### config.mk
export PLATFORM = sky130hd
export DESIGN_NAME = packbits_unit_rle_decoder_core_flat
export DESIGN_NICKNAME = d
export VERILOG_FILES = /design/src/rtl/pkbrle_pkg.sv /design/src/rtl/pkbrle_if.sv /design/src/rtl/pkbrle_front.sv /design/src/rtl/pkbrle_queue.sv /design/src/rtl/pkbrle_back.sv /design/src/rtl/packbits_unit_rle_decoder_core.sv /design/src/flat_wrapper.sv
export SDC_FILE = /design/constraint.sdc
export NUM_CORES = 1
export LEC_CHECK = 0
export BUFFER_PORTS_ARGS = -buffer_cell sky130_fd_sc_hd__buf_2
export CAP_MARGIN = 20
export CORE_ASPECT_RATIO = 2
export CORE_MARGIN = 2
export CORE_UTILIZATION = 45
export CTS_BUF_LIST = sky130_fd_sc_hd__clkbuf_4 sky130_fd_sc_hd__clkbuf_8
export DETAILED_ROUTE_END_ITERATION = 6
export PLACE_DENSITY_LB_ADDON = 0.25
export SYNTH_ARGS = -nofsm -noshare
export SYNTH_HDL_FRONTEND = slang
export SYNTH_SLANG_ARGS = --single-unit
export TNS_END_PERCENT = 20
### constraint.sdc
create_clock -name clk -period 7.9 [get_ports clk]
set_clock_uncertainty 0.1 [all_clocks]
set_input_delay 0.395 -clock clk [delete_from_list [all_inputs] [get_ports clk]]
set_output_delay 0.395 -clock clk [all_outputs]
set_load 0.02 [all_outputs]
### src/rtl/pkbrle_pkg.sv
package pkbrle_pkg;

	localparam int UNIT_CFG_W  = 3;
	localparam int CFG_ADDR_W  = 2;
	localparam int PACK_UNITS  = 2;
	localparam int QUEUE_DEPTH = 2;
	localparam int QUEUE_PTR_W = 1;

	localparam logic [CFG_ADDR_W-1:0] REG_UNIT_BYTES   = 2'd0;
	localparam logic [CFG_ADDR_W-1:0] REG_OUTPUT_BYTES = 2'd1;

	localparam logic [7:0] PAD_HEADER = 8'h80;

	typedef enum logic [1:0] {
		STAT_OK       = 2'd0,
		STAT_OVERFLOW = 2'd1,
		STAT_TRUNC    = 2'd2,
		STAT_SHORT    = 2'd3
	} status_t;

	// One decoded unit repeated count times; count zero only on a bare frame end.
	typedef struct packed {
		logic [31:0] unit;
		logic [7:0]  count;
		logic        done;
		status_t     status;
	} cmd_t;

endpackage

### src/rtl/pkbrle_if.sv
interface pkbrle_byte_if;
	logic       valid;
	logic       ready;
	logic [7:0] data_byte;
	logic       last_byte;

	modport source(output valid, data_byte, last_byte, input ready);
	modport sink(input valid, data_byte, last_byte, output ready);
endinterface

interface pkbrle_result_if;
	logic        valid;
	logic        ready;
	logic [31:0] unit_first;
	logic [31:0] unit_second;
	logic [1:0]  units_valid;
	logic        frame_done;
	logic [1:0]  status;
	logic        last_of_run;

	modport source(output valid, unit_first, unit_second, units_valid, frame_done, status,
		last_of_run, input ready);
	modport sink(input valid, unit_first, unit_second, units_valid, frame_done, status,
		last_of_run, output ready);
endinterface

interface pkbrle_cfg_if;
	logic        valid;
	logic        ready;
	logic [1:0]  addr;
	logic [31:0] data;

	modport source(output valid, addr, data, input ready);
	modport sink(input valid, addr, data, output ready);
endinterface

### src/rtl/pkbrle_front.sv
module pkbrle_front import pkbrle_pkg::*; #(
	parameter int MAX_UNIT_BYTES = 4
) (
	input  logic                  clk,
	input  logic                  arst_n,
	pkbrle_byte_if.sink           stream,
	input  logic [UNIT_CFG_W-1:0] unit_bytes,
	input  logic [31:0]           output_bytes,
	output logic                  push,
	output cmd_t                  cmd,
	input  logic                  full
);

	localparam int ACC_W  = 8 * MAX_UNIT_BYTES;
	localparam int LANE_W = (MAX_UNIT_BYTES > 1) ? $clog2(MAX_UNIT_BYTES) : 1;
	localparam int UNIT_W = $clog2(MAX_UNIT_BYTES + 1);
	localparam int PROD_W = 8 + UNIT_W;

	typedef enum logic [1:0] {
		PH_HEADER,
		PH_LITERAL,
		PH_REPLICATE,
		PH_OVERFLOW
	} phase_t;

	phase_t              phase_q, phase_n;
	logic [7:0]          units_left_q, units_left_n;
	logic [LANE_W-1:0]   lane_q, lane_n;
	logic [ACC_W-1:0]    acc_q, acc_n, acc_g;
	logic [31:0]         bw_q, bw_n;

	logic                accept;
	logic [UNIT_W-1:0]   unit;
	logic [7:0]          runlen;
	logic [32:0]         need;
	logic                complete;
	logic                emit;
	logic                trunc;
	logic [7:0]          cnt;
	logic [31:0]         cmd_unit;
	status_t             stat;

	assign stream.ready = !full;
	assign accept = stream.valid && stream.ready;

	always_comb begin
		if (unit_bytes == '0) begin
			unit = UNIT_W'(1);
		end else if (int'(unit_bytes) > MAX_UNIT_BYTES) begin
			unit = UNIT_W'(MAX_UNIT_BYTES);
		end else begin
			unit = UNIT_W'(unit_bytes);
		end
	end

	// 0..127 -> n+1 units, 129..255 -> 257-n units
	assign runlen = stream.data_byte[7] ? (~stream.data_byte + 8'd2) : (stream.data_byte + 8'd1);
	assign need = 33'(bw_q) + 33'(PROD_W'(runlen) * PROD_W'(unit));

	assign acc_g = acc_q | (ACC_W'(stream.data_byte) << {lane_q, 3'b000});
	assign complete = (UNIT_W'(lane_q) + UNIT_W'(1)) >= unit;

	always_comb begin
		phase_n      = phase_q;
		units_left_n = units_left_q;
		lane_n       = lane_q;
		acc_n        = acc_q;
		bw_n         = bw_q;
		emit         = 1'b0;
		trunc        = 1'b0;
		cnt          = '0;
		cmd_unit     = '0;
		unique case (phase_q)
			PH_HEADER: begin
				if (bw_q < output_bytes && stream.data_byte != PAD_HEADER) begin
					if (stream.last_byte) begin
						trunc = 1'b1;
					end else if (need > {1'b0, output_bytes}) begin
						phase_n = PH_OVERFLOW;
					end else begin
						phase_n      = stream.data_byte[7] ? PH_REPLICATE : PH_LITERAL;
						units_left_n = runlen;
						lane_n       = '0;
						acc_n        = '0;
					end
				end
			end
			PH_LITERAL: begin
				if (complete) begin
					emit         = 1'b1;
					cnt          = 8'd1;
					cmd_unit     = 32'(acc_g);
					bw_n         = bw_q + 32'(unit);
					acc_n        = '0;
					lane_n       = '0;
					units_left_n = units_left_q - 8'd1;
					if (units_left_q == 8'd1) begin
						phase_n = PH_HEADER;
					end
				end else begin
					acc_n  = acc_g;
					lane_n = lane_q + LANE_W'(1);
				end
			end
			PH_REPLICATE: begin
				if (complete) begin
					emit         = 1'b1;
					cnt          = units_left_q;
					cmd_unit     = 32'(acc_g);
					bw_n         = bw_q + 32'(PROD_W'(units_left_q) * PROD_W'(unit));
					units_left_n = '0;
					acc_n        = '0;
					lane_n       = '0;
					phase_n      = PH_HEADER;
				end else begin
					acc_n  = acc_g;
					lane_n = lane_q + LANE_W'(1);
				end
			end
			PH_OVERFLOW: begin
				// swallow until frame end
			end
			default: begin
			end
		endcase
	end

	always_comb begin
		priority if (trunc) begin
			stat = STAT_TRUNC;
		end else if (phase_n == PH_OVERFLOW) begin
			stat = STAT_OVERFLOW;
		end else if (phase_n == PH_LITERAL || phase_n == PH_REPLICATE) begin
			stat = STAT_TRUNC;
		end else if (bw_n == output_bytes) begin
			stat = STAT_OK;
		end else begin
			stat = STAT_SHORT;
		end
	end

	assign push       = accept && (emit || stream.last_byte);
	assign cmd.unit   = cmd_unit;
	assign cmd.count  = cnt;
	assign cmd.done   = stream.last_byte;
	assign cmd.status = stream.last_byte ? stat : STAT_OK;

	always_ff @(posedge clk or negedge arst_n) begin
		if (!arst_n) begin
			phase_q      <= PH_HEADER;
			units_left_q <= '0;
			lane_q       <= '0;
			acc_q        <= '0;
			bw_q         <= '0;
		end else if (accept) begin
			if (stream.last_byte) begin
				phase_q      <= PH_HEADER;
				units_left_q <= '0;
				lane_q       <= '0;
				acc_q        <= '0;
				bw_q         <= '0;
			end else begin
				phase_q      <= phase_n;
				units_left_q <= units_left_n;
				lane_q       <= lane_n;
				acc_q        <= acc_n;
				bw_q         <= bw_n;
			end
		end
	end

endmodule

### src/rtl/pkbrle_queue.sv
module pkbrle_queue import pkbrle_pkg::*; (
	input  logic clk,
	input  logic arst_n,
	input  logic push,
	input  cmd_t wr_cmd,
	input  logic pop,
	output cmd_t rd_cmd,
	output logic full,
	output logic empty
);

	cmd_t                   mem [QUEUE_DEPTH];
	logic [QUEUE_PTR_W-1:0] wr_ptr_q, rd_ptr_q;
	logic [QUEUE_PTR_W:0]   count_q;

	assign full   = count_q == (QUEUE_PTR_W + 1)'(QUEUE_DEPTH);
	assign empty  = count_q == '0;
	assign rd_cmd = mem[rd_ptr_q];

	always_ff @(posedge clk) begin
		if (push) begin
			mem[wr_ptr_q] <= wr_cmd;
		end
	end

	always_ff @(posedge clk or negedge arst_n) begin
		if (!arst_n) begin
			wr_ptr_q <= '0;
			rd_ptr_q <= '0;
			count_q  <= '0;
		end else begin
			if (push) begin
				wr_ptr_q <= (wr_ptr_q == QUEUE_PTR_W'(QUEUE_DEPTH - 1)) ? '0
					: wr_ptr_q + QUEUE_PTR_W'(1);
			end
			if (pop) begin
				rd_ptr_q <= (rd_ptr_q == QUEUE_PTR_W'(QUEUE_DEPTH - 1)) ? '0
					: rd_ptr_q + QUEUE_PTR_W'(1);
			end
			if (push && !pop) begin
				count_q <= count_q + (QUEUE_PTR_W + 1)'(1);
			end else if (pop && !push) begin
				count_q <= count_q - (QUEUE_PTR_W + 1)'(1);
			end
		end
	end

	a_no_push_full: assert property (@(posedge clk) disable iff (!arst_n) !(push && full && !pop))
		else $error("queue written while full");
	a_no_pop_empty: assert property (@(posedge clk) disable iff (!arst_n) !(pop && empty))
		else $error("queue read while empty");

endmodule

### src/rtl/pkbrle_back.sv
module pkbrle_back import pkbrle_pkg::*; (
	input  logic           clk,
	input  logic           arst_n,
	input  cmd_t           q_cmd,
	input  logic           q_empty,
	output logic           q_pop,
	pkbrle_result_if.source result
);

	logic        act_q;
	logic [31:0] unit_q;
	logic [7:0]  rem_q;
	logic        done_q;
	status_t     status_q;

	logic        final_res;
	logic        take;

	assign final_res = rem_q <= 8'(PACK_UNITS);
	assign take      = result.valid && result.ready;
	assign q_pop     = !q_empty && (!act_q || (take && final_res));

	assign result.valid       = act_q;
	assign result.unit_first  = unit_q;
	assign result.unit_second = (rem_q >= 8'(PACK_UNITS)) ? unit_q : '0;
	assign result.units_valid = final_res ? 2'(rem_q) : 2'(PACK_UNITS);
	assign result.last_of_run = final_res;
	assign result.frame_done  = final_res && done_q;
	assign result.status      = (final_res && done_q) ? status_q : STAT_OK;

	always_ff @(posedge clk or negedge arst_n) begin
		if (!arst_n) begin
			act_q <= 1'b0;
		end else if (q_pop) begin
			act_q <= 1'b1;
		end else if (take && final_res) begin
			act_q <= 1'b0;
		end
	end

	always_ff @(posedge clk) begin
		if (q_pop) begin
			unit_q   <= q_cmd.unit;
			rem_q    <= q_cmd.count;
			done_q   <= q_cmd.done;
			status_q <= q_cmd.status;
		end else if (take && !final_res) begin
			rem_q <= rem_q - 8'(PACK_UNITS);
		end
	end

	a_empty_only_at_end: assert property (@(posedge clk) disable iff (!arst_n)
		(act_q && rem_q == '0) |-> done_q)
		else $error("result with no units outside frame end");
	a_count_down: assert property (@(posedge clk) disable iff (!arst_n)
		(take && !final_res) |=> (act_q && rem_q == $past(rem_q) - 8'(PACK_UNITS)))
		else $error("replicate count did not advance");
	a_done_closes_byte: assert property (@(posedge clk) disable iff (!arst_n)
		(act_q && result.frame_done) |-> result.last_of_run)
		else $error("frame end not on last result of its byte");

endmodule

### src/rtl/packbits_unit_rle_decoder_core.sv
// PackBits decoder for runs of 1 to 4 byte units.
// stream: one compressed byte per transfer, last_byte closes the frame.
// result: up to two decoded units per transfer; last_of_run marks the final
//   result caused by one input byte, frame_done and status close the frame.
// cfg: register writes (index 0 unit_bytes, 1 output_bytes), always ready;
//   write only while no frame is in flight.
// Timing: a byte is taken every cycle while the two-entry command queue has
//   room. With the queue and the output idle, a byte's command is written to
//   the queue and then loaded into the output register, making its result
//   valid. A literal unit is one result; a replicate run of n units needs
//   ceil(n/2) results (up to 64), during which the front keeps taking bytes
//   until the queue fills, then holds stream.ready low.
// The output expander sets the sustained rate: one result per cycle when not stalled.
// A stalled result holds until taken; nothing is dropped.
// Reset: run state, byte count and queue clear; unit_bytes goes to 1 and
//   output_bytes to 0. Every frame end also clears the run state.
module packbits_unit_rle_decoder_core import pkbrle_pkg::*; #(
	parameter int MAX_UNIT_BYTES = 4
) (
	input  logic            clk,
	input  logic            arst_n,
	pkbrle_byte_if.sink     stream,
	pkbrle_result_if.source result,
	pkbrle_cfg_if.sink      cfg
);

	logic [UNIT_CFG_W-1:0] unit_bytes_q;
	logic [31:0]           output_bytes_q;

	logic push, pop, full, empty;
	cmd_t wr_cmd, rd_cmd;

	assign cfg.ready = 1'b1;

	always_ff @(posedge clk or negedge arst_n) begin
		if (!arst_n) begin
			unit_bytes_q   <= UNIT_CFG_W'(1);
			output_bytes_q <= '0;
		end else if (cfg.valid && cfg.ready) begin
			unique case (cfg.addr)
				REG_UNIT_BYTES:   unit_bytes_q   <= cfg.data[UNIT_CFG_W-1:0];
				REG_OUTPUT_BYTES: output_bytes_q <= cfg.data;
				default: begin
				end
			endcase
		end
	end

	pkbrle_front #(
		.MAX_UNIT_BYTES(MAX_UNIT_BYTES)
	) u_front (
		.clk          (clk),
		.arst_n       (arst_n),
		.stream       (stream),
		.unit_bytes   (unit_bytes_q),
		.output_bytes (output_bytes_q),
		.push         (push),
		.cmd          (wr_cmd),
		.full         (full)
	);

	pkbrle_queue u_queue (
		.clk    (clk),
		.arst_n (arst_n),
		.push   (push),
		.wr_cmd (wr_cmd),
		.pop    (pop),
		.rd_cmd (rd_cmd),
		.full   (full),
		.empty  (empty)
	);

	pkbrle_back u_back (
		.clk     (clk),
		.arst_n  (arst_n),
		.q_cmd   (rd_cmd),
		.q_empty (empty),
		.q_pop   (pop),
		.result  (result)
	);

endmodule
### src/flat_wrapper.sv
// flat-port wrapper written by rule: the top's interface ports become plain ports
module packbits_unit_rle_decoder_core_flat import pkbrle_pkg::*;
#(
	parameter int MAX_UNIT_BYTES = 4
)
  (clk, arst_n, stream_valid, stream_data_byte, stream_last_byte, stream_ready, result_valid, result_unit_first, result_unit_second, result_units_valid, result_frame_done, result_status, result_last_of_run, result_ready, cfg_valid, cfg_addr, cfg_data, cfg_ready);
  pkbrle_byte_if stream_i ();
  pkbrle_result_if result_i ();
  pkbrle_cfg_if cfg_i ();
  input  logic clk;
  input  logic arst_n;
  input wire logic [$bits(stream_i.valid)-1:0] stream_valid;
  input wire logic [$bits(stream_i.data_byte)-1:0] stream_data_byte;
  input wire logic [$bits(stream_i.last_byte)-1:0] stream_last_byte;
  output wire logic [$bits(stream_i.ready)-1:0] stream_ready;
  output wire logic [$bits(result_i.valid)-1:0] result_valid;
  output wire logic [$bits(result_i.unit_first)-1:0] result_unit_first;
  output wire logic [$bits(result_i.unit_second)-1:0] result_unit_second;
  output wire logic [$bits(result_i.units_valid)-1:0] result_units_valid;
  output wire logic [$bits(result_i.frame_done)-1:0] result_frame_done;
  output wire logic [$bits(result_i.status)-1:0] result_status;
  output wire logic [$bits(result_i.last_of_run)-1:0] result_last_of_run;
  input wire logic [$bits(result_i.ready)-1:0] result_ready;
  input wire logic [$bits(cfg_i.valid)-1:0] cfg_valid;
  input wire logic [$bits(cfg_i.addr)-1:0] cfg_addr;
  input wire logic [$bits(cfg_i.data)-1:0] cfg_data;
  output wire logic [$bits(cfg_i.ready)-1:0] cfg_ready;
  assign stream_i.valid = stream_valid;
  assign stream_i.data_byte = stream_data_byte;
  assign stream_i.last_byte = stream_last_byte;
  assign stream_ready = stream_i.ready;
  assign result_valid = result_i.valid;
  assign result_unit_first = result_i.unit_first;
  assign result_unit_second = result_i.unit_second;
  assign result_units_valid = result_i.units_valid;
  assign result_frame_done = result_i.frame_done;
  assign result_status = result_i.status;
  assign result_last_of_run = result_i.last_of_run;
  assign result_i.ready = result_ready;
  assign cfg_i.valid = cfg_valid;
  assign cfg_i.addr = cfg_addr;
  assign cfg_i.data = cfg_data;
  assign cfg_ready = cfg_i.ready;
  packbits_unit_rle_decoder_core #(.MAX_UNIT_BYTES(MAX_UNIT_BYTES)) u_core (.clk(clk), .arst_n(arst_n), .stream(stream_i), .result(result_i), .cfg(cfg_i));
endmodule
Word level (Yosys, flattened, before mapping)
Memory sizes are Yosys's and may differ from the RTL's.
Cells that the tools add are included.
{"block": "op_classes", "shift": 1, "n_bitwise": 2, "n_eq_ne": 14, "mul": 2, "n_mux": 60, "reduce_logical": 33, "addsub": 13, "n_lt_le_gt_ge": 6}
{"cell": "$mux 32", "n": 10}
{"cell": "$pmux 32 s2", "n": 2}
{"cell": "$mux 8", "n": 9}
{"cell": "$mux 2", "n": 21}
{"cell": "$add 32x11->33", "n": 1}
{"cell": "$gt 33x32->1", "n": 1}
{"cell": "$add 32x11->32", "n": 1}
{"cell": "$add 32x3->32", "n": 1}
{"cell": "$eq 32x32->1", "n": 1}
{"cell": "$lt 32x32->1", "n": 1}
{"cell": "$or 32x32->32", "n": 1}
{"cell": "$shl 8x5->32", "n": 1}
{"cell": "$pmux 8 s3", "n": 1}
{"cell": "$mul 8x3->11", "n": 2}
{"cell": "$pmux 8 s2", "n": 1}
{"cell": "$mux 1", "n": 12}
{"cell": "$ne 3x3->1 const B", "n": 4}
{"cell": "$logic_and 1x1->1", "n": 10}
{"cell": "$add 8x1->8 const B", "n": 1}
{"cell": "$add 8x2->8 const B", "n": 1}
{"cell": "$eq 2x2->1 const B", "n": 4}
{"cell": "$eq 8x1->1 const B", "n": 1}
{"cell": "$ge 8x2->1 const B", "n": 1}
{"cell": "$le 8x2->1 const B", "n": 1}
{"cell": "25 further kinds", "n": 42}
{"block": "totals", "register_bits": 159, "mem_count": 1, "mem_bits_rw": 86, "elab_cells": 147}
{"memory": "u_core.u_queue.mem", "words": 2, "width": 43, "read_ports": 1, "rd_ports_with_merged_regs": 0, "write_ports": 1, "line_no": "pkbrle_queue.sv:12", "text": "cmd_t mem [QUEUE_DEPTH];"}

Logic depth before layout (Yosys ltp)
Gate-level depths: netlist (run 1).
{"block": "logic_depth", "depth_word": 16, "ltp_mapped": 35, "depth_no_buf": 34}

By module
Synthesis (run 1) repeated with hierarchy kept, for this count alone.
{"block": "hier_totals", "cells_unflattened": 1780, "hier_area_um2": 17494.3}
{"module": "pkbrle_front", "n_inst": 1, "area_per_inst_um2": 10720.3, "cells_each": 1428}
{"module": "pkbrle_queue", "n_inst": 1, "area_per_inst_um2": 3490.8, "cells_each": 150}
{"module": "pkbrle_back", "n_inst": 1, "area_per_inst_um2": 1821.7, "cells_each": 125}
{"module": "packbits_unit_rle_decoder_core", "n_inst": 1, "area_per_inst_um2": 1461.4, "cells_each": 77}

Worst setup path before layout (run 1)
Ideal clock, no wire load.
{"block": "synth_timing", "path_type": "input-to-reg", "startpoint": "in stream_data_byte[1]", "endpoint": "mem u_core.u_queue.mem[0][1] (netlist name) (data pin)", "required_ns": 7.521, "stages": 34, "path_slack_ns": 0.964, "t_arrival_ns": 6.557, "setup_time_ns": 0.279, "n_path_buf": 1, "path_cell_list": "clkbuf_1 inv_1 ha_1 o21ai_0 xnor2_1 nor2_1 fa_1 inv_1 fa_1 inv_1 ha_1 nor2b_1 o21ai_0 a21oi_1 o21ai_0 a21boi_0 o21a_1 o21a_1 o21ai_0 a21oi_1 xor2_1 ha_1 nand4_1 nor2_1 and3_1 o21ai_0 o2111ai_1 o211a_1 a211o_1 o21ai_0 nand2_1 ha_1 a31oi_1 a221oi_1"}
{"element": "start, declared", "line_no": "flat_wrapper.sv:13", "text": "input wire logic [$bits(stream_i.data_byte)-1:0] stream_data_byte;"}
{"element": "end, declared", "line_no": "pkbrle_queue.sv:12"}

==> results_dict.tcl, run 1 <==
set metrics [dict create \
    grt_pass1_vias 14790 \
    slew_headroom 0.1793 \
    hold_depth 4 \
    cp_slowest_cell "fa_1" \
    drv_cap 0 \
    drtAntennaViolNets 0 \
    rsz0062_at_grt "no" \
    crit_buf_inv 4 \
    cts.sinks 245 \
    cts_buffers 37 \
    cp_top_family "compound AO/OA/AOI/OAI gates" \
    fp.dieH_microns 277.9 \
    vias 14490 \
    hold_end "u_core.unit_bytes_q[0]$_DFFE_PN1P_" \
    yosys_register_bits 245 \
    hold_slack_ns 0.03888 \
    cts_tree "yes" \
    grt_max_degree 62 \
    path_common_cell "o21ai_0" \
    viasPerCell 6.138 \
    ios 121 \
    clockBufferDepth 3 \
    syn-num-nets 1924 \
    ff2ff_path_depth 31 \
    status "finished, final reports clean" \
    drv_slew 0 \
    drive_above_1_share 0.1796 \
    cts_resized 0 \
    final_util 0.5138 \
    synth_cells 1734 \
    leakage_uw 0.008166 \
    arrival_ns 7.61 \
    clk_pin_slew_ns 0.06 \
    postSynthAreaPerCell_sq_um 9.735 \
    critPathCaptureType "register" \
    r2r_start "u_core.unit_bytes_q[2]$_DFFE_PN0P_" \
    yosys.cell_types.count 91 \
    port_buffers 119 \
    timing.final.crit_period_ns 7.365 \
    period_share 0.9323 \
    cts_root_buf "clkbuf_8" \
    worstHoldPathType "primary input to register" \
    nets 2064 \
    synth_enable_flop_cells 129 \
    reg2reg_setup_slack_ns 0.53 \
    worstMarginPinSlew_ns 1.220 \
    htreeDepth 2 \
    synth_warnings 0 \
    antenna_found_initial 1 \
    path_max_fanout 8 \
    remaining_drc_errors 0 \
    dieArea_sq_mm 0.03917 \
    slowest_delay_ns 0.54 \
    area_delta_synth_final_pct 13.11 \
    fp.coreArea_sq_mm 0.03716 \
    grt_pass1_wl_microns 88530 \
    start_util 0.4542 \
    clkLatencyLatePin_ns 0.59 \
    finalWeightedCongestion 1.052 \
    powerDensity_mw_per_mm2 250.5 \
    setup_tns_ns 0 \
    hold_viol 0 \
    ys_seq_area_frac 0.4015 \
    path_class "register to register" \
    drt_first_pass_iters 5 \
    timing.fmax_mhz 135.8 \
    wl_per_cell_microns 25.13 \
    grt_usage 0.3045 \
    reg2reg_to "u_core.u_queue.mem[0][1]$_DFFE_PP_" \
    setup_viol 0 \
    fp.dieW_microns 141.0 \
    start_kind "register" \
    synthFlopType "edfxtp_1" \
    overflow 0 \
    required_ns 8.15 \
    async_flop_share 0.4735 \
    ir_drop_uv 136.4 \
    min_from "cfg_addr[1]" \
    rows 100 \
    drt-initial-drc-count 882 \
    dp_hpwl_microns 45470 \
    syn-cell-area_sq_mm 0.01688 \
    drt_wl_total_microns 59310 \
]
## registers in the layout, summed over array words and instances (netlist names)
register                         flops
u_core.output_bytes_q               32
u_core.u_back.done_q                 1
u_core.u_back.rem_q                  8
u_core.u_back.result.unit_first     32
u_core.u_back.result.valid           1
u_core.u_back.status_q               2
u_core.u_front.acc_q                32
u_core.u_front.bw_q                 32
u_core.u_front.lane_q                2
u_core.u_front.phase_q               2
u_core.u_front.units_left_q          8
u_core.u_queue.count_q               2
u_core.u_queue.mem                  86
u_core.u_queue.rd_ptr_q              1
u_core.u_queue.wr_ptr_q              1
u_core.unit_bytes_q                  3
## synth_stat cells, drive strengths merged, types with 33 or more instances
cell type,number,area (sq um)
nor2,166,623.1
nand2,142,533.0
edfxtp,129,3874
inv,127,476.7
dfrtp,115,2878
ha,111,1389
a21oi,99,499.2
clkbuf,77,349.1
mux2,74,833.3
xnor2,58,508.0
o21ai,57,289.0
and2,43,269.0
nor3,39,200.2
a41oi,36,315.3
nand4,36,225.2
nand3,33,165.2
## placed cells by master, fill, tap and decap left out, types with 8 or more instances in the layout
master           n
a21o_1          17
a21oi_1         98
a31oi_1         17
a41oi_1         36
and2_1          42
and3_1          19
and4_1           8
buf_2          118
buf_4           53
clkbuf_8        46
dfrtp_1        114
dlygate4sd3_1   33
edfxtp_1       129
fa_1            31
ha_1           110
inv_1          124
mux2_2          74
mux2i_1         20
nand2_1        142
nand2b_1        10
nand3_1         33
nand4_1         36
nor2_1         166
nor2b_1         15
nor3_1          37
nor4_1          16
o211ai_1        13
o21a_1          18
o21ai_0         53
o22ai_1         16
o31ai_1          9
xnor2_1         58
xor2_1          18
## cells by family (layout without fill, tap and decap cells)
logic type	Yosys count	after routing	share of synthesized area
adders and majority gates	142	142	0.1190
and+or+nand+nor	554	554	0.1583
other	1	3	0.0002222
AOI/OAI and AO/OA	387	387	0.1605
xor gates and xnor gates	76	76	0.03943
muxes	94	94	0.06123
buffers and inverters	235	400	0.05974
DFF	245	245	0.4015
## power breakdown
part	switching (uW)	internal, uW	total, uW	leakage, uW
clock	525	590	1110	0.000409
combinational	1260	668	1930	0.00505
sequential	177	1560	1740	0.00271
total	1960	2820	4780	0.00817
## layer usage
layer | up-vias | global-route usage | part of all wire
met5 | - | 0 | 0
met2 | 626 | 0.5593 | 0.52
met4 | 0 | 0.2995 | 0.12
met1 | 6999 | 0.2698 | 0.31
li1 | 6561 | - | -
met3 | 299 | 0.05058 | 0.047
## what timing repair did
item / 4_1_cts / 5_1_grt
endpoints found under the hold margin: 89 / 0
setup buffers: 0 / 0
hold buffers: 33 / 0
## per-stage QoR
| step | power (uW) | setup slack [ns] | instance area (sq um) | instances |
|---|---|---|---|---|
| detailed placement | 3638 | 0.2048 | 17950 | 2258 |
| CTS | 4780 | 0.6446 | 19050 | 2355 |
| floorplan | 2988 | 0.9640 | 16880 | 1734 |
| global placement | 3606 | 0.3234 | 17950 | 2258 |
| finish | 4783 | 0.5347 | 19090 | 2360 |
| global route | 5055 | 0.1209 | 19090 | 2359 |
## worst min-delay path, stage by stage
cell     delay [ns]
buf_2          0.08
nor3b_1        0.08
nand2_1        0.07
o21ai_0        0.06
## area by class of cell
type	count	area, sq um
flip-flops and latches	245	6779
clock inverters	12	90.09
diodes	2	5.005
repair buffers	207	1379
fillers	3410	18070
multi-input cells	1254	9102
inverters	129	484.2
clock buffers	52	678.2
well taps	459	574.3
## worst max-delay path by stage
stage / from / end / slack [ns] / cells past startpoint
global placement: stream_data_byte[4] / u_core.u_queue.mem[1][1]$_DFFE_PP_ / 0.32 / 30
detailed placement: stream_data_byte[4] / u_core.u_queue.mem[0][1]$_DFFE_PP_ / 0.20 / 30
finish: u_core.unit_bytes_q[2]$_DFFE_PN0P_ / u_core.u_queue.mem[0][1]$_DFFE_PP_ / 0.53 / 31
CTS: u_core.unit_bytes_q[1]$_DFFE_PN0P_ / u_core.u_queue.mem[0][1]$_DFFE_PP_ / 0.64 / 31
floorplan: stream_data_byte[1] / u_core.u_queue.mem[0][1]$_DFFE_PP_ / 0.96 / 34
global route: u_core.unit_bytes_q[1]$_DFFE_PN0P_ / u_core.u_queue.mem[0][1]$_DFFE_PP_ / 0.12 / 30
Note: power is estimated with default switching activity, not from simulation.
==> inputs of run 2 (changes only) <==
- SYNTH_HIERARCHICAL: default -> 1
==> run 2 against run 1 <==
Final cell count up 4.3%. Synthesized cell count up 2.7%. Clock power up 20%.
==> results_dict.tcl, run 2 <==
set metrics [dict create \
    clkLatencyLatePin_ns 0.60 \
    cts_resized 0 \
    drt-initial-drc-count 948 \
    synthFlopType "edfxtp_1" \
    area_delta_synth_final_pct 13.47 \
    antenna_found_initial 1 \
    rsz0062_at_grt "no" \
    clockBufferDepth 3 \
    synth_top_cells_by_area "edfxtp_1, dfrtp_1, ha_1" \
    internal_power_uw 3264 \
    stdcell_count 2462 \
    grt_pass1_wl_microns 88600 \
    async_flop_share 0.4735 \
    port_buffers 119 \
    grt_pass1_vias 14740 \
    final_cell_mix "nor2_1, edfxtp_1, nand2_1, inv_1, buf_2" \
    dp_hpwl_microns 44750 \
    timing.final.crit_period_ns 7.236 \
    ios 121 \
    synth_enable_flop_cells 129 \
    place_area_sq_mm 0.01856 \
    clk_pin_slew_ns 0.06 \
    drt_first_pass_iters 7 \
    viasPerCell 5.885 \
    leakage_uw 0.008673 \
    pwr-share-seq 0.325 \
    dpl_worst_slack_ns 0.5072 \
    start_kind "register" \
    synth_warnings 6 \
    worstMarginPinSlew_ns 1.195 \
    largest_reg_flops 86 \
    htreeDepth 2 \
    drive_above_1_share 0.1855 \
    slew_headroom 0.1959 \
    cts.sinks 245 \
    dp_cells 2355 \
    finalWeightedCongestion 1.035 \
    period_share 0.9160 \
    vias 14490 \
    final_area_sq_mm 0.01985 \
    worstHoldPathType "primary input to register" \
    drt_wl_total_microns 59220 \
    final_common_cell "nor2_1" \
    hold_viol 0 \
    setup_viol 0 \
    fp.dieW_microns 143.4 \
    required_ns 8.26 \
    path_max_fanout 7 \
    path_class "register to register" \
    drtAntennaViolNets 0 \
    postSynthAreaPerCell_sq_um 9.828 \
    fp.dieH_microns 282.8 \
    p_sw_frac 0.4129 \
    ir_drop_uv 138.6 \
    yosys.cell_types.count 96 \
    synth_common_cells "nor2_1, edfxtp_1, nand2_1, inv_1, dfrtp_1" \
    timing.fmax_mhz 138.2 \
    remaining_drc_errors 0 \
    synth_cells 1780 \
    p_comb_frac 0.436 \
    setup_ws_ns 0.6639 \
    largest_register "u_core/u_queue/mem" \
    rows 102 \
    critPathCaptureType "register" \
    nets 2101 \
    ys_seq_area_frac 0.3874 \
    cts_root_buf "clkbuf_8" \
    dieArea_sq_mm 0.04056 \
    yosysTopAreaCellShare 0.2214 \
    cts_tree "yes" \
    grt_usage 0.2966 \
    fp.coreArea_sq_mm 0.03854 \
    drv_slew 0 \
    yosysTopAreaCell "edfxtp_1" \
    status "finished, final reports clean" \
    power_frac_clock 0.238 \
    cp_slowest_cell "a221oi_1" \
    setup_tns_ns 0 \
    powerDensity_mw_per_mm2 280.1 \
    overflow 0 \
    slowest_delay_ns 0.64 \
    drv_cap 0 \
    yosys_register_bits 245 \
    syn-cell-area_sq_mm 0.01749 \
    grt_max_degree 61 \
    p_sw_uw 2296 \
    wl_per_cell_microns 24.05 \
    syn-num-nets 1970 \
    yosysMostFrequentCell "nor2_1" \
    postCtsSetupBuffers 0 \
    cts_buffers 39 \
    start_util 0.4539 \
    arrival_ns 7.60 \
]
## run 2: routing by layer
metal	vias up	wire length (microns)	GRT usage
met5	-	0	0
met4	0	6633	0.2722
met3	273	3331	0.04252
met2	657	31120	0.5469
met1	6934	18140	0.2737
li1	6625	-	-
## run 2: per-stage QoR
| stage | hold WS, ns | power, uW | utilization |
|---|---|---|---|
| 6_report | 0.03364 | 5560 | 0.5151 |
| 2_1_floorplan | -0.0005911 | 3458 | - |
| 5_1_grt | 0.04283 | 5876 | 0.5151 |
| 4_1_cts | 0.006762 | 5567 | 0.5146 |
| 3_5_place_dp | 0.3756 | 4207 | 0.4815 |
| 3_3_place_gp | 0.3750 | 4159 | 0.4815 |
## run 2: area by class of cell
class                   instances  area (sq um)
inverters                     130         488.0
repair buffers                199          1319
clock inverters                20         269.0
flip-flops and latches        245          6779
well taps                     520         650.6
fillers                      3684         18690
diodes                          1         2.502
multi-input cells            1296          9667
clock buffers                  51         676.9
## run 2: cells by family after synthesis
group,count (synthesis),synth area share
AO/OA/AOI/OAI,392,0.1516
XOR/XNOR,86,0.04306
buffers and inverters,239,0.06094
AND/OR/NAND/NOR,575,0.1639
flip-flops,245,0.3874
adder cells (fa/ha/maj),142,0.1149
multiplexers,100,0.07803
other,1,0.0002144
## run 2: worst paths after layout
path	startpoint	to	slack (ns)	cells after the start
setup / recovery	u_core/unit_bytes_q[2]$_DFFE_PN0P_	u_core/u_front/units_left_q[5]$_DFFE_PN0P_	0.66	28
hold / removal	result_ready	u_core/u_back/result.valid$_DFFE_PN0P_	0.03	3
setup reg to reg	u_core/unit_bytes_q[2]$_DFFE_PN0P_	u_core/u_front/units_left_q[5]$_DFFE_PN0P_	0.66	28
hold reg to reg	u_core/u_queue/count_q[1]$_DFFE_PN0P_	u_core/u_queue/count_q[1]$_DFFE_PN0P_	0.39	1
max in group asynchronous	arst_n	u_core/u_back/result.valid$_DFFE_PN0P_	5.98	3
min in group asynchronous	arst_n	u_core/output_bytes_q[18]$_DFFE_PN0P_	0.32	2
## run 2: power by group through the flow
stage / registers (uW) / logic, uW / clock network [uW]
after floorplan: 1740 / 1720 / 0
after detailed placement: 1830 / 2370 / 0
after global placement: 1820 / 2340 / 0
final: 1810 / 2430 / 1330
after CTS: 1810 / 2400 / 1360
after global routing: 1830 / 2640 / 1410
## run 2: what timing repair did
| action | in CTS | in global routing |
|---|---|---|
| setup endpoints to repair | 0 | 0 |
| hold buffers | 33 | 0 |
| endpoints found under the hold margin | 90 | 0 |
## run 2: worst max-delay path: cells and delay by family, from the launching register on
kind	cells	cell delay, ns
flops	1	0.47
mux	1	0.39
xor+xnor	1	0.16
compound gates	13	2.81
fa+ha+maj	4	1.76
simple gates	6	1.11
buf+inv	3	0.30
==> inputs of run 3 (changes only) <==
- CORE_UTILIZATION: 45 -> 50
==> run 3 against run 2 <==
Design area is 1.8% lower. Worst hold slack improved by 0.039 ns. Critical path depth increased by 5. Critical path type unchanged. Fmax down 1.1%. Largest power group unchanged. Largest cell class unchanged. Sequential power about the same.
==> results_dict.tcl, run 3 (synthesis gave the netlist of run 2 again) <==
set metrics [dict create \
    arrival_ns 7.59 \
    nFillCells 3092 \
    remaining_drc_errors 0 \
    antenna_found_initial 2 \
    internal_power_uw 3078 \
    ios 121 \
    ir_drop_uv 177.6 \
    setup_tns_ns 0 \
    drv_slew 0 \
    fp.dieW_microns 136.3 \
    power_uw 5334 \
    vias 14660 \
    path_class "register to register" \
    final_cell_mix "nor2_1, edfxtp_1, nand2_1, inv_1, buf_2" \
    dr.max_layer_used "met5" \
    p_sw_frac 0.4230 \
    p_comb_frac 0.447 \
    p_sw_uw 2256 \
    final_common_cell "nor2_1" \
    overflow 0 \
    slew_headroom 0.2772 \
    hold_viol 0 \
    htreeDepth 2 \
    nets 2088 \
    hold_slack_ns 0.07267 \
    cts_resized 0 \
    area_delta_synth_final_pct 11.43 \
    drtAntennaViolNets 0 \
    grt_pass1_vias 14750 \
    cp_slowest_cell "fa_1" \
    drv_cap 0 \
    timing.final.crit_period_ns 7.319 \
    drive_above_1_share 0.1790 \
    dp_cells 2265 \
    status "finished, final reports clean" \
    met1_length_microns 17810 \
    drt-initial-drc-count 1107 \
    leakage_uw 0.008532 \
    period_share 0.9265 \
    clk_pin_slew_ns 0.07 \
    port_buffers 119 \
    place_area_sq_mm 0.01836 \
    largest_register "u_core/u_queue/mem" \
    final_area_sq_mm 0.01949 \
    power_frac_clock 0.211 \
    fp.dieH_microns 268.5 \
    cts_root_buf "clkbuf_8" \
    worstHoldPathType "primary input to register" \
    drt_first_pass_iters 6 \
    cts_buffers 37 \
    critPathCaptureType "register" \
    wl_per_cell_microns 24.47 \
    finalWeightedCongestion 1.022 \
    fp.coreArea_sq_mm 0.03435 \
    clockBufferDepth 3 \
    required_ns 8.17 \
    timing.fmax_mhz 136.6 \
    dieArea_sq_mm 0.03659 \
    rsz0062_at_grt "no" \
    grt_max_degree 67 \
    start_util 0.5093 \
    wl_met3_microns 3590 \
    wl_met2_microns 29150 \
    clkLatencyLatePin_ns 0.59 \
    cts.sinks 245 \
    cts_tree "yes" \
    powerDensity_mw_per_mm2 273.6 \
    setup_viol 0 \
    largest_reg_flops 86 \
    grt_usage 0.3211 \
    rows 96 \
    viasPerCell 6.189 \
    drt_wl_total_microns 57970 \
    path_max_fanout 9 \
    slowest_delay_ns 0.53 \
    stdcell_count 2369 \
    start_kind "register" \
    pwr-share-seq 0.341 \
    grt_pass1_wl_microns 86650 \
    dp_hpwl_microns 43340 \
    worstMarginPinSlew_ns 1.082 \
]
==> run 3: cell count changes in the layout (fill, tap and decap cells not counted), sizes merged <==
cell	change
bufinv	-4
clkinvlp	+1
inv	-1
buf	-10
clkinv	-1
clkbuf	+1
==> run 3: power by group through the flow <==
stage | registers, uW | clock network [uW] | logic [uW]
2_1_floorplan | 1740 | 0 | 1720
3_3_place_gp | 1830 | 0 | 2270
3_5_place_dp | 1840 | 0 | 2310
4_1_cts | 1820 | 1150 | 2330
5_1_grt | 1840 | 1200 | 2570
6_report | 1820 | 1130 | 2390
==> run 3: routing by layer <==
metal / track usage / vias to the layer above
met4: 0.3187 / 2
li1: - / 6607
met2: 0.5723 / 752
met3: 0.05245 / 313
met1: 0.2988 / 6988
met5: 0 / -
==> run 3: layout make-up <==
| type | count | area [sq um] | area share |
|---|---|---|---|
| Antenna cell | 1 | 2.502 | 0.0001284 |
| Clock buffer | 53 | 648.1 | 0.03325 |
| Clock inverter | 15 | 136.4 | 0.006996 |
| Inverter | 130 | 488.0 | 0.02503 |
| Multi-Input combinational cell | 1296 | 9667 | 0.4959 |
| Sequential cell | 245 | 6779 | 0.3478 |
| Tap cell | 441 | 551.8 | 0.02831 |
| Timing Repair Buffer | 188 | 1221 | 0.06264 |
==> run 3: what timing repair did <==
item	in CTS	in global routing
hold endpoints to repair	84	0
hold buffers	33	0
setup buffers	0	0
==> run 3: final timing paths <==
| kind | start | to | slack, ns | cells after the start |
|---|---|---|---|---|
| worst max-delay path | u_core/unit_bytes_q[2]$_DFFE_PN0P_ | u_core/u_queue/mem[0][0]$_DFFE_PP_ | 0.58 | 33 |
| worst min-delay path | result_ready | u_core/u_back/result.valid$_DFFE_PN0P_ | 0.07 | 3 |
| worst max register to register | u_core/unit_bytes_q[2]$_DFFE_PN0P_ | u_core/u_queue/mem[0][0]$_DFFE_PP_ | 0.58 | 33 |
| worst min register to register | u_core/u_queue/count_q[1]$_DFFE_PN0P_ | u_core/u_queue/count_q[1]$_DFFE_PN0P_ | 0.39 | 1 |
| max in group asynchronous | arst_n | u_core/u_queue/count_q[1]$_DFFE_PN0P_ | 5.89 | 3 |
| min in group asynchronous | arst_n | u_core/output_bytes_q[17]$_DFFE_PN0P_ | 0.27 | 2 |
==> run 3: metrics by stage <==
| stage | util | setup slack, ns |
|---|---|---|
| 6_report | 0.5675 | 0.5808 |
| 5_1_grt | 0.5675 | 0.01875 |
| 4_1_cts | 0.5670 | 0.7359 |
| 3_5_place_dp | 0.5346 | 0.4301 |
| 3_3_place_gp | 0.5346 | 0.6139 |
| 2_1_floorplan | - | 1.239 |
==> run 3: worst max-delay path: cells and delay by family, from the launching register on <==
kind	cells	cell delay (ns)
buf+inv	6	0.63
simple gates	12	2.08
compound gates	9	1.54
xor+xnor	1	0.19
fa+ha+maj	5	2.09
flops	1	0.49
